===== config.mk =====
export PLATFORM = sky130hd
export DESIGN_NAME = first_fit_slot_allocator_top
export DESIGN_NICKNAME = d
export VERILOG_FILES = /design/src/sv/ffsa_pkg.sv /design/src/sv/ffsa_map.sv /design/src/sv/first_fit_slot_allocator_top.sv
export SDC_FILE = /design/constraint.sdc
export NUM_CORES = 1
export LEC_CHECK = 0
export BUFFER_PORTS_ARGS = -buffer_cell sky130_fd_sc_hd__buf_2
export CORE_ASPECT_RATIO = 1.2
export CORE_MARGIN = 8
export CORE_UTILIZATION = 61
export CTS_CLUSTER_DIAMETER = 120
export DETAILED_ROUTE_END_ITERATION = 8
export PLACE_DENSITY = 0.87
export SYNTH_ARGS = -nofsm -noshare
export SYNTH_HDL_FRONTEND = slang
export SYNTH_SLANG_ARGS = --single-unit

===== constraint.sdc =====
create_clock -name i_clk -period 7.7 [get_ports i_clk]
set_input_delay 1.155 -clock i_clk [delete_from_list [all_inputs] [get_ports i_clk]]
set_output_delay 1.155 -clock i_clk [all_outputs]
set_load 0.02 [all_outputs]

===== src/sv/ffsa_pkg.sv =====
`timescale 1ns / 1ps
// ----------------------------------------------------------------------------
// ffsa_pkg
// shared types, constants and helpers of the first-fit slot allocator
// ----------------------------------------------------------------------------
package ffsa_pkg;

    localparam int SLOTS_DEF    = 480;
    localparam int BASE_HOUR    = 12;
    localparam int MIN_PER_HOUR = 60;

    localparam logic CMD_BUSY  = 1'b0;
    localparam logic CMD_ALLOC = 1'b1;

    typedef struct packed {
        logic        cmd;
        logic [4:0]  busy_start_hour;
        logic [5:0]  busy_start_minute;
        logic [4:0]  busy_end_hour;
        logic [5:0]  busy_end_minute;
        logic [8:0]  task_length;
        logic [15:0] task_number;
    } t_req;

    typedef struct packed {
        logic [15:0] placed_number;
        logic        found;
        logic [4:0]  begin_hour;
        logic [5:0]  begin_minute;
        logic [4:0]  finish_hour;
        logic [5:0]  finish_minute;
    } t_rsp;

    // slot offset from the base hour, minutes above 59 simply add on
    function automatic logic signed [12:0] slot_index(input logic [4:0] hour,
                                                      input logic [5:0] minute);
        logic signed [12:0] h;
        logic signed [12:0] m;
        h = $signed({8'b0, hour}) - 13'(BASE_HOUR);
        m = $signed({7'b0, minute});
        return h * 13'sd60 + m;
    endfunction

endpackage


===== src/sv/ffsa_map.sv =====
`timescale 1ns / 1ps
// ----------------------------------------------------------------------------
// ffsa_map
// free-slot bitmap memory with a fill pass to all free after reset
// ----------------------------------------------------------------------------
module ffsa_map #(
    parameter int SLOTS = ffsa_pkg::SLOTS_DEF
) (
    input  logic                     i_clk,
    input  logic                     i_rst_n,
    input  logic                     i_clr_en,
    input  logic [$clog2(SLOTS)-1:0] i_clr_addr,
    input  logic                     i_rd_en,
    input  logic [$clog2(SLOTS)-1:0] i_rd_addr,
    output logic                     o_rd_data,
    output logic                     o_ready
);
    import ffsa_pkg::*;

    localparam int AW = $clog2(SLOTS);

    logic          r_mem [SLOTS];
    logic          r_rd_data;
    logic          r_init_busy;
    logic [AW-1:0] r_init_addr;

    // fill pass: one slot per cycle
    always_ff @(posedge i_clk) begin
        if (!i_rst_n) begin
            r_init_busy <= 1'b1;
            r_init_addr <= '0;
        end else if (r_init_busy) begin
            if (r_init_addr == AW'(SLOTS - 1)) begin
                r_init_busy <= 1'b0;
            end
            r_init_addr <= r_init_addr + 1'b1;
        end
    end

    always_ff @(posedge i_clk) begin
        if (i_rst_n) begin
            if (r_init_busy) begin
                r_mem[r_init_addr] <= 1'b1;
            end else if (i_clr_en) begin
                r_mem[i_clr_addr] <= 1'b0;
            end
        end
    end

    always_ff @(posedge i_clk) begin
        if (i_rd_en) begin
            r_rd_data <= r_mem[i_rd_addr];
        end
    end

    assign o_rd_data = r_rd_data;
    assign o_ready   = !r_init_busy;

endmodule


===== src/sv/first_fit_slot_allocator_top.sv =====
`timescale 1ns / 1ps
// ----------------------------------------------------------------------------
// first_fit_slot_allocator_top
// first-fit allocator of contiguous one-minute slots after the base hour
// ----------------------------------------------------------------------------
// The block keeps one free bit per minute slot in a single-port-read,
// single-port-write memory with a registered read port. After reset a fill
// pass marks all SLOTS slots free, one per cycle, and the first request is
// taken only when that pass is done. A mark-busy request walks its clipped
// range from start up to but not including end, clears one slot per cycle
// and gives no response. An allocate request scans the map from slot 0, one
// slot per cycle through the memory read port, until the first run of
// task_length free slots ends, then clears that run one slot per cycle; its
// response is loaded into the output register after the clear walk, or after
// the scan on a miss, once that register is free. The start and end
// hour:minute are tracked by counters during the scan and the clear walk.
// Requests are taken one at a time; a finished response sits in an output
// register, so the next request is accepted while it waits.
// ----------------------------------------------------------------------------
module first_fit_slot_allocator_top #(
    parameter int SLOTS = ffsa_pkg::SLOTS_DEF
) (
    input  logic          i_clk,
    input  logic          i_rst_n,
    input  logic          i_req_valid,
    output logic          o_req_ready,
    input  ffsa_pkg::t_req i_req,
    output logic          o_rsp_valid,
    input  logic          i_rsp_ready,
    output ffsa_pkg::t_rsp o_rsp
);
    import ffsa_pkg::*;

    localparam int AW  = $clog2(SLOTS);
    localparam int IW  = $clog2(SLOTS + 1);
    localparam int CW  = (IW > 9) ? IW : 9;

    localparam logic [2:0] ST_IDLE = 3'd0;
    localparam logic [2:0] ST_SCAN = 3'd1;
    localparam logic [2:0] ST_MARK = 3'd2;
    localparam logic [2:0] ST_BUSY = 3'd3;
    localparam logic [2:0] ST_OUT  = 3'd4;

    // hour:minute step, hour wraps in its 5 bits
    function automatic logic [10:0] hm_inc(input logic [4:0] h, input logic [5:0] m);
        logic [10:0] res;
        if (m == 6'(MIN_PER_HOUR - 1)) begin
            res = {h + 5'd1, 6'd0};
        end else begin
            res = {h, m + 6'd1};
        end
        return res;
    endfunction

    logic [2:0]    r_state, n_state;

    // scan pipeline: read address and the slot whose data is on the read port
    logic [IW-1:0] r_rd_idx, n_rd_idx;
    logic          r_dv, n_dv;
    logic [IW-1:0] r_chk_idx, n_chk_idx;
    logic [4:0]    r_chk_h, n_chk_h;
    logic [5:0]    r_chk_m, n_chk_m;
    logic [IW-1:0] r_run, n_run;
    logic [IW-1:0] r_rs_idx, n_rs_idx;
    logic [4:0]    r_rs_h, n_rs_h;
    logic [5:0]    r_rs_m, n_rs_m;
    logic [8:0]    r_len, n_len;

    // clear walk
    logic [IW-1:0] r_k, n_k;
    logic [IW-1:0] r_end, n_end;
    logic [8:0]    r_rem, n_rem;
    logic [4:0]    r_cur_h, n_cur_h;
    logic [5:0]    r_cur_m, n_cur_m;

    t_rsp          r_res, n_res;
    t_rsp          r_rsp, n_rsp;
    logic          r_rsp_valid, n_rsp_valid;

    // memory port
    logic          map_ready;
    logic          map_rd_data;
    logic          rd_en;
    logic          clr_en;
    logic [AW-1:0] clr_addr;

    // busy range, clipped to the map
    logic signed [12:0] busy_s_raw, busy_e_raw;
    logic [IW-1:0]      busy_s, busy_e;
    logic [IW-1:0]      run_inc;
    logic               hit;
    logic [10:0]        chk_next, cur_next;

    ffsa_map #(
        .SLOTS (SLOTS)
    ) u_map (
        .i_clk      (i_clk),
        .i_rst_n    (i_rst_n),
        .i_clr_en   (clr_en),
        .i_clr_addr (clr_addr),
        .i_rd_en    (rd_en),
        .i_rd_addr  (r_rd_idx[AW-1:0]),
        .o_rd_data  (map_rd_data),
        .o_ready    (map_ready)
    );

    assign o_req_ready = (r_state == ST_IDLE) && map_ready;
    assign o_rsp_valid = r_rsp_valid;
    assign o_rsp       = r_rsp;

    always_comb begin
        busy_s_raw = slot_index(i_req.busy_start_hour, i_req.busy_start_minute);
        busy_e_raw = slot_index(i_req.busy_end_hour, i_req.busy_end_minute);
        if (busy_s_raw < 0) begin
            busy_s = '0;
        end else if (busy_s_raw > $signed(13'(SLOTS))) begin
            busy_s = IW'(SLOTS);
        end else begin
            busy_s = busy_s_raw[IW-1:0];
        end
        if (busy_e_raw < 0) begin
            busy_e = '0;
        end else if (busy_e_raw > $signed(13'(SLOTS))) begin
            busy_e = IW'(SLOTS);
        end else begin
            busy_e = busy_e_raw[IW-1:0];
        end
    end

    assign run_inc  = r_run + 1'b1;
    // zero length lands on the first free slot
    assign hit      = map_rd_data && ((r_len == 9'd0) || (CW'(run_inc) >= CW'(r_len)));
    assign chk_next = hm_inc(r_chk_h, r_chk_m);
    assign cur_next = hm_inc(r_cur_h, r_cur_m);

    always_comb begin
        n_state     = r_state;
        n_rd_idx    = r_rd_idx;
        n_dv        = 1'b0;
        n_chk_idx   = r_chk_idx;
        n_chk_h     = r_chk_h;
        n_chk_m     = r_chk_m;
        n_run       = r_run;
        n_rs_idx    = r_rs_idx;
        n_rs_h      = r_rs_h;
        n_rs_m      = r_rs_m;
        n_len       = r_len;
        n_k         = r_k;
        n_end       = r_end;
        n_rem       = r_rem;
        n_cur_h     = r_cur_h;
        n_cur_m     = r_cur_m;
        n_res       = r_res;
        n_rsp       = r_rsp;
        n_rsp_valid = r_rsp_valid;
        rd_en       = 1'b0;
        clr_en      = 1'b0;
        clr_addr    = r_k[AW-1:0];

        if (r_rsp_valid && i_rsp_ready) begin
            n_rsp_valid = 1'b0;
        end

        unique case (r_state)
            ST_IDLE: begin
                if (i_req_valid && o_req_ready) begin
                    if (i_req.cmd == CMD_BUSY) begin
                        n_k     = busy_s;
                        n_end   = busy_e;
                        n_state = ST_BUSY;
                    end else begin
                        n_rd_idx  = '0;
                        n_chk_idx = '0;
                        n_chk_h   = 5'(BASE_HOUR);
                        n_chk_m   = '0;
                        n_run     = '0;
                        n_len     = i_req.task_length;
                        n_res     = '0;
                        n_res.placed_number = i_req.task_number;
                        n_state   = ST_SCAN;
                    end
                end
            end

            ST_SCAN: begin
                // keep the read port one slot ahead of the check
                if (r_rd_idx < IW'(SLOTS)) begin
                    rd_en    = 1'b1;
                    n_rd_idx = r_rd_idx + 1'b1;
                    n_dv     = 1'b1;
                end
                if (r_dv) begin
                    n_run     = map_rd_data ? run_inc : '0;
                    n_chk_idx = r_chk_idx + 1'b1;
                    {n_chk_h, n_chk_m} = chk_next;
                    if (map_rd_data && (r_run == '0)) begin
                        n_rs_idx = r_chk_idx;
                        n_rs_h   = r_chk_h;
                        n_rs_m   = r_chk_m;
                    end
                    if (hit) begin
                        n_k     = (r_run == '0) ? r_chk_idx : r_rs_idx;
                        n_cur_h = (r_run == '0) ? r_chk_h : r_rs_h;
                        n_cur_m = (r_run == '0) ? r_chk_m : r_rs_m;
                        n_rem   = r_len;
                        n_res.found        = 1'b1;
                        n_res.begin_hour   = n_cur_h;
                        n_res.begin_minute = n_cur_m;
                        n_state = ST_MARK;
                    end else if (r_chk_idx == IW'(SLOTS - 1)) begin
                        // no fitting run, fields stay zero
                        n_state = ST_OUT;
                    end
                end
            end

            ST_MARK: begin
                if (r_rem == 9'd0) begin
                    n_res.finish_hour   = r_cur_h;
                    n_res.finish_minute = r_cur_m;
                    n_state = ST_OUT;
                end else begin
                    clr_en = 1'b1;
                    n_k    = r_k + 1'b1;
                    n_rem  = r_rem - 1'b1;
                    {n_cur_h, n_cur_m} = cur_next;
                end
            end

            ST_BUSY: begin
                if (r_k < r_end) begin
                    clr_en = 1'b1;
                    n_k    = r_k + 1'b1;
                end else begin
                    n_state = ST_IDLE;
                end
            end

            ST_OUT: begin
                if (!r_rsp_valid || i_rsp_ready) begin
                    n_rsp       = r_res;
                    n_rsp_valid = 1'b1;
                    n_state     = ST_IDLE;
                end
            end

            default: begin
                n_state = ST_IDLE;
            end
        endcase
    end

    always_ff @(posedge i_clk) begin
        if (!i_rst_n) begin
            r_state     <= ST_IDLE;
            r_dv        <= 1'b0;
            r_rsp_valid <= 1'b0;
        end else begin
            r_state     <= n_state;
            r_dv        <= n_dv;
            r_rsp_valid <= n_rsp_valid;
        end
    end

    // payload and datapath registers
    always_ff @(posedge i_clk) begin
        r_rd_idx  <= n_rd_idx;
        r_chk_idx <= n_chk_idx;
        r_chk_h   <= n_chk_h;
        r_chk_m   <= n_chk_m;
        r_run     <= n_run;
        r_rs_idx  <= n_rs_idx;
        r_rs_h    <= n_rs_h;
        r_rs_m    <= n_rs_m;
        r_len     <= n_len;
        r_k       <= n_k;
        r_end     <= n_end;
        r_rem     <= n_rem;
        r_cur_h   <= n_cur_h;
        r_cur_m   <= n_cur_m;
        r_res     <= n_res;
        r_rsp     <= n_rsp;
    end

`ifndef SYNTHESIS
    // one request at a time
    a_one_req: assert property (@(posedge i_clk) disable iff (!i_rst_n)
        (i_req_valid && o_req_ready) |=> !o_req_ready)
        else $error("request accepted while busy");

    // slots are cleared only by the walks
    a_clr_state: assert property (@(posedge i_clk) disable iff (!i_rst_n)
        clr_en |-> ((r_state == ST_MARK) || (r_state == ST_BUSY)))
        else $error("slot cleared outside a walk");

    // a run never reaches back before slot 0
    a_run_bound: assert property (@(posedge i_clk) disable iff (!i_rst_n)
        (r_state == ST_SCAN) |-> (r_run <= r_chk_idx))
        else $error("free run longer than scanned slots");

    // a miss carries zero times
    a_miss_zero: assert property (@(posedge i_clk) disable iff (!i_rst_n)
        (o_rsp_valid && !o_rsp.found) |->
            ((o_rsp.begin_hour == '0) && (o_rsp.finish_hour == '0)))
        else $error("miss response with nonzero time");
`endif

endmodule

==> results of run 1 <==
==> synthesized netlist by cell type, drive strengths merged, types with 9 or more instances <==
master,n
inv,61
nor4,12
a211oi,16
mux2i,67
and2,22
xor2,44
nor2b,23
or2,10
dfxtp,15
nand4,17
nand3b,9
edfxtp,664
nand3,39
nor2,591
xnor2,45
ha,74
fa,12
nand2,124
nand2b,17
a21oi,50
o21ai,34
mux4,118
and3,9
clkbuf,45
o22ai,24
buf,102
a22oi,9
mux2,9
a21o,10
nor3,18
==> worst max-delay path by stage <==
stage / start / endpoint / slack (ns) / cells after the start
6_report: i_req[33] / r_end[8] / 2.19 / 16
5_1_grt: i_req[33] / r_end[8] / 1.92 / 16
4_1_cts: i_req[33] / r_end[8] / 2.32 / 16
3_5_place_dp: i_req[33] / r_end[8] / 1.69 / 16
3_3_place_gp: i_req[33] / r_end[7] / 1.98 / 16
2_1_floorplan: i_req[33] / r_end[7] / 2.36 / 15
==> critical path, cell delays in order <==
cell      delay (ns)
buf_2           0.14
ha_1            0.28
xnor2_1         0.43
inv_1           0.19
fa_1            0.50
fa_1            0.53
inv_1           0.05
ha_1            0.21
a211oi_1        0.40
nor2_1          0.17
or3_2           0.43
a311oi_1        0.40
nor2b_2         0.24
nand4_1         0.15
xnor2_2         0.39
o21ba_2         0.22
==> sequential cells by signal (all words and copies together), names as in the netlist, 5 cells and up <==
name,cells
clr_addr,9
o_rsp,39
r_chk_h,5
r_chk_idx,9
r_chk_m,6
r_cur_h,5
r_cur_m,6
r_end,9
r_len,9
r_rd_idx,9
r_rem,9
r_res,39
r_rs_h,5
r_rs_idx,9
r_rs_m,6
r_run,9
u_map.r_init_addr,9
u_map.r_mem,480
==> power breakdown <==
part	total, mW	switching [mW]	internal, mW
sequential	4.10	0.0353	4.06
combinational	0.858	0.511	0.346
clock	3.16	1.40	1.76
total	8.11	1.94	6.17
==> metal layers <==
metal  vias to the layer above  GRT usage (%)
li1                       8791              -
met1                     10000           28.9
met2                      1361           43.6
met3                       313           4.67
met4                         0           13.7
met5                         -              0
==> area by class of cell <==
class                           instances  area [µm²]  share of cell area [%]
Sequential cell                       679       20200                    57.9
Clock buffer                           62        1490                    4.26
Tap cell                              705         882                    2.53
Antenna cell                            1        2.50                 0.00716
Inverter                               61         229                   0.655
Timing Repair Buffer                  123         731                    2.09
Clock inverter                         49         592                    1.69
Multi-Input combinational cell       1493       10800                    30.8
==> per-stage QoR <==
step | power (mW) | hold slack, ns | instances
CTS | 8.10 | 0.420 | 3172
detailed placement | 5.02 | 0.405 | 3061
global placement | 4.96 | 0.400 | 3061
floorplan | 4.82 | 0.400 | 2380
finish | 8.11 | 0.416 | 3173
global route | 8.34 | 0.416 | 3173
==> logic make-up after synthesis <==
| logic type | Yosys count |
|---|---|
| muxes | 194 |
| xor gates and xnor gates | 89 |
| buffers and inverters | 208 |
| and+or+nand+nor | 913 |
| DFF | 679 |
| AOI/OAI and AO/OA | 211 |
| adders and majority gates | 86 |
==> flow_summary.json, run 1 <==
{
  "hold_viol_final": 0,
  "max_freq_mhz": 181,
  "routed_wl_mm": 76.4,
  "min_period_ns": 5.51,
  "synth_top_flop_cell": "edfxtp_1",
  "yosys-top-cells-area": "edfxtp_1 62%, mux4_2 8.3%, nor2_1 7.0%",
  "post_cts_buffers": 0,
  "nNetsFinal": 2555,
  "dieWidth_um": 225,
  "skew_ns": 0.0519,
  "ios": 93,
  "syn2layout_area_growth_pct": 9.44,
  "post-route-cell-area_um2": 34900,
  "muxShareOfSynthArea_pct": 10.9,
  "syn_inst": 2380,
  "hold_end": "o_rsp[28]",
  "wl_met3_mm": 7.75,
  "routed_via_density": 6.45,
  "die_y_um": 267,
  "rsz0062_at_grt": "false",
  "grt_usage_pct": 25.0,
  "hp-class": "reg2reg",
  "drive_gt1_share_pct": 15.3,
  "crit_fanout": 9,
  "p_leak_nw": 12.3,
  "r2r_cells": 9,
  "worst_slew_pin_slew_ns": 1.32,
  "r2r_slack_ns": 2.62,
  "cts_buffer_depth": 3,
  "timing.final.crit_share_pct": 71.6,
  "fill_cells": 3252,
  "syn_avg_cell_area_um2": 13.4,
  "synth_cell_types": 72,
  "place_area_um2": 32800,
  "r2r_start": "clr_addr[6]",
  "start_util_pct": 61.2,
  "drt-met1-wl_mm": 24.9,
  "start_kind": "primary input",
  "utilization_pct": 67.0,
  "overflow": 0,
  "layout_common_cells": "664 x edfxtp_1, 588 x nor2_1, 124 x nand2_1, 118 x mux4_2, 92 x buf_2",
  "top_layer_used": "met4",
  "tritoncts": "built",
  "drc": 0,
  "setup_ws_ns": 2.19,
  "wire_per_inst_um": 24.1,
  "dpl_worst_slack_ns": 1.69,
  "postSynthNetCount": 2518,
  "cts_resized": 0,
  "slew_violations": 0,
  "maxCapViolations": 0,
  "first_pass_iters": 9,
  "cts_sinks": 679,
  "cts_htree_levels": 2,
  "synthArstFlopShare_pct": 0,
  "cp.required_ns": 8.07,
  "synthAdderAreaFrac_pct": 3.65,
  "synth.largest_area_cell": "edfxtp_1",
  "wl_met2_mm": 39.2,
  "hpwl_mm": 43.7,
  "antenna_found_initial": 1,
  "synth-edff-count": 664,
  "num_vias": 20500,
  "cts_root_buf": "clkbuf_16",
  "place_congestion": 0.855,
  "die_area_um2": 59900,
  "worstPathArrival_ns": 5.88,
  "hold_start": "r_res[28]",
  "ir_drop_v": 0.000177,
  "postCtsHoldBufs": 0,
  "clk_latency_ns": 0.66,
  "crit_type": "in2reg",
  "portBuffers": 92,
  "cp-end-kind": "flop",
  "synth_area_um2": 31900,
  "synth-compound-area-share_pct": 4.48,
  "status": "complete, no violations",
  "final_common_cell": "edfxtp_1",
  "tns_ns": 0,
  "p_per_area_nw_per_um2": 232,
  "grt_max_degree": 246,
  "max_slew_margin_pct": 12.0,
  "rr_endpoint": "u_map.r_mem[292]",
  "synthXorXnorAreaFrac_pct": 2.47,
  "dr.first_iter.drc_count": 2563,
  "path_clk_slew_ns": 0.07,
  "grt_pass1_vias": 20300,
  "synth_top_area_share_pct": 62.5,
  "synth_top_family_by_area": "simple AND/OR/NAND/NOR gates",
  "synth_seq_cells": 679,
  "synth_seq_area_share_pct": 63.4,
  "ys_warn_count": 0,
  "num_rows": 92,
  "synth_simple_gate_area_share_pct": 12.2,
  "drtAntennaViolNets": 0,
  "coreArea_um2": 52100,
  "hold_depth": 0,
  "setup_viol": 0,
  "grt_pass1_wl_mm": 116,
  "cts_buffers": 59
}
(Power assumes the default switching activity.)
==> run 2: changes to the inputs <==
==> constraint.sdc (replaced) <==
create_clock -name i_clk -period 5.7 [get_ports i_clk]
set_input_delay 0.855 -clock i_clk [delete_from_list [all_inputs] [get_ports i_clk]]
set_output_delay 0.855 -clock i_clk [all_outputs]
set_load 0.02 [all_outputs]
==> run 2 against run 1 <==
  * Via count about the same
  * Count of clock-buffer cells in the layout increased by 7
  * Design area increased by 0.14%
  * Utilization increased by 0.096 points
  * Critical path depth decreased by 1
  * Clock power increased by 36%
==> flow_summary.json, run 2 (synthesis gave the netlist of run 1 again) <==
{
  "hpwl_mm": 43.5,
  "portBuffers": 92,
  "drtAntennaViolNets": 0,
  "grt_pass1_wl_mm": 115,
  "clk_latency_ns": 0.66,
  "setup_viol": 0,
  "post_cts_buffers": 0,
  "total_power_mw": 11.0,
  "grt_pass1_vias": 20500,
  "critPathMaxStageDelay_ns": 0.52,
  "cts_htree_levels": 2,
  "routed_via_density": 6.44,
  "dr.first_iter.drc_count": 2383,
  "num_vias": 20500,
  "grt_max_degree": 276,
  "cts_resized": 0,
  "path_clk_slew_ns": 0.07,
  "slew_violations": 0,
  "status": "complete, no violations",
  "postCtsHoldBufs": 0,
  "coreArea_um2": 52100,
  "cts_root_buf": "clkbuf_16",
  "layout_common_cells": "664 x edfxtp_1, 588 x nor2_1, 124 x nand2_1, 118 x mux4_2, 92 x buf_2",
  "wire_per_inst_um": 23.8,
  "skew_ns": 0.0482,
  "hold_depth": 1,
  "p_per_area_nw_per_um2": 314,
  "r2r_cells": 11,
  "grt_usage_pct": 24.9,
  "hold_viol_final": 0,
  "tns_ns": 0,
  "dieWidth_um": 225,
  "drive_gt1_share_pct": 15.1,
  "setup_ws_ns": 0.768,
  "cp_cell_sequence": "buf_2 > inv_1 > ha_1 > inv_1 > fa_1 > fa_1 > ha_1 > a211oi_1 > nor2_1 > or3_2 > a311oi_1 > nor2b_2 > nand4_1 > xnor2_2 > o21ba_2",
  "worstPathArrival_ns": 5.30,
  "utilization_pct": 67.1,
  "top_register": "u_map.r_mem",
  "max_freq_mhz": 203,
  "cp-end-kind": "flop",
  "first_pass_iters": 7,
  "start_util_pct": 61.2,
  "nNetsFinal": 2562,
  "die_y_um": 267,
  "dpl_worst_slack_ns": 0.221,
  "rr_endpoint": "u_map.r_mem[168]",
  "routed_wl_mm": 75.7,
  "r2r_start": "r_rem[0]",
  "cts_buffer_depth": 3,
  "cts_sinks": 679,
  "die_area_um2": 59900,
  "crit_buf_inv": 3,
  "p_leak_nw": 12.3,
  "place_congestion": 0.851,
  "tritoncts": "built",
  "crit_path_top_delay_cell": "fa_1",
  "timing.final.crit_share_pct": 86.5,
  "antenna_found_initial": 0,
  "ir_drop_v": 0.000230,
  "maxCapViolations": 0,
  "fill_cells": 3210,
  "overflow": 0,
  "cp.required_ns": 6.07,
  "max_slew_margin_pct": 14.3,
  "hold_end": "r_res[38]",
  "syn2layout_area_growth_pct": 9.60,
  "crit_fanout": 9,
  "n_antenna_cell": 0,
  "hp-class": "in2reg",
  "rsz0062_at_grt": "false",
  "ios": 93,
  "worst_slew_pin_slew_ns": 1.29,
  "hold_start": "i_req[15]",
  "min_period_ns": 4.93,
  "cts_buffers": 60,
  "r2r_slack_ns": 1.06,
  "drc": 0,
  "largest_reg_flops": 480,
  "final_common_cell": "edfxtp_1",
  "crit_type": "in2reg",
  "num_rows": 92,
  "crit_family": "adder cells",
  "start_kind": "primary input"
}
[run 2: metal layers]
metal	part of all wire [%]	global-route usage [%]	wire length (µm)
met3	10	4.70	7610
met5	0	0	0
met4	6.3	15.2	4770
met1	33	28.7	25000
met2	51	43.0	38400
[run 2: power breakdown]
part | switching [mW] | internal, mW
Combinational | 0.693 | 0.470
Sequential | 0.0483 | 5.49
Clock | 1.83 | 2.47
Total | 2.57 | 8.43
[run 2: worst max path at each step]
stage | startpoint | endpoint | cells past startpoint
after floorplan | i_req[33] | r_end[7] | 15
after global placement | i_req[33] | r_end[7] | 16
after detailed placement | i_req[33] | r_end[7] | 15
after CTS | i_req[33] | r_end[7] | 15
after global routing | i_req[33] | r_end[8] | 15
final | i_req[33] | r_end[7] | 15
[run 2: area by class of cell]
| class | instances | area (µm²) | share of cell area, % |
|---|---|---|---|
| tap | 705 | 882 | 2.52 |
| inverter | 61 | 229 | 0.655 |
| sequential | 679 | 20200 | 57.9 |
| multi-input combinational | 1493 | 10800 | 30.8 |
| clock inverter | 43 | 508 | 1.45 |
| clock buffer | 69 | 1570 | 4.48 |
| timing repair buffer | 129 | 788 | 2.25 |
[run 2: metrics by stage]
step,area (µm²),instances,hold WS (ns)
after floorplan,31900,2380,0.400
after global placement,32900,3067,0.400
after detailed placement,32900,3067,0.405
after CTS,35000,3179,0.360
after global routing,35000,3179,0.354
final,35000,3179,0.376
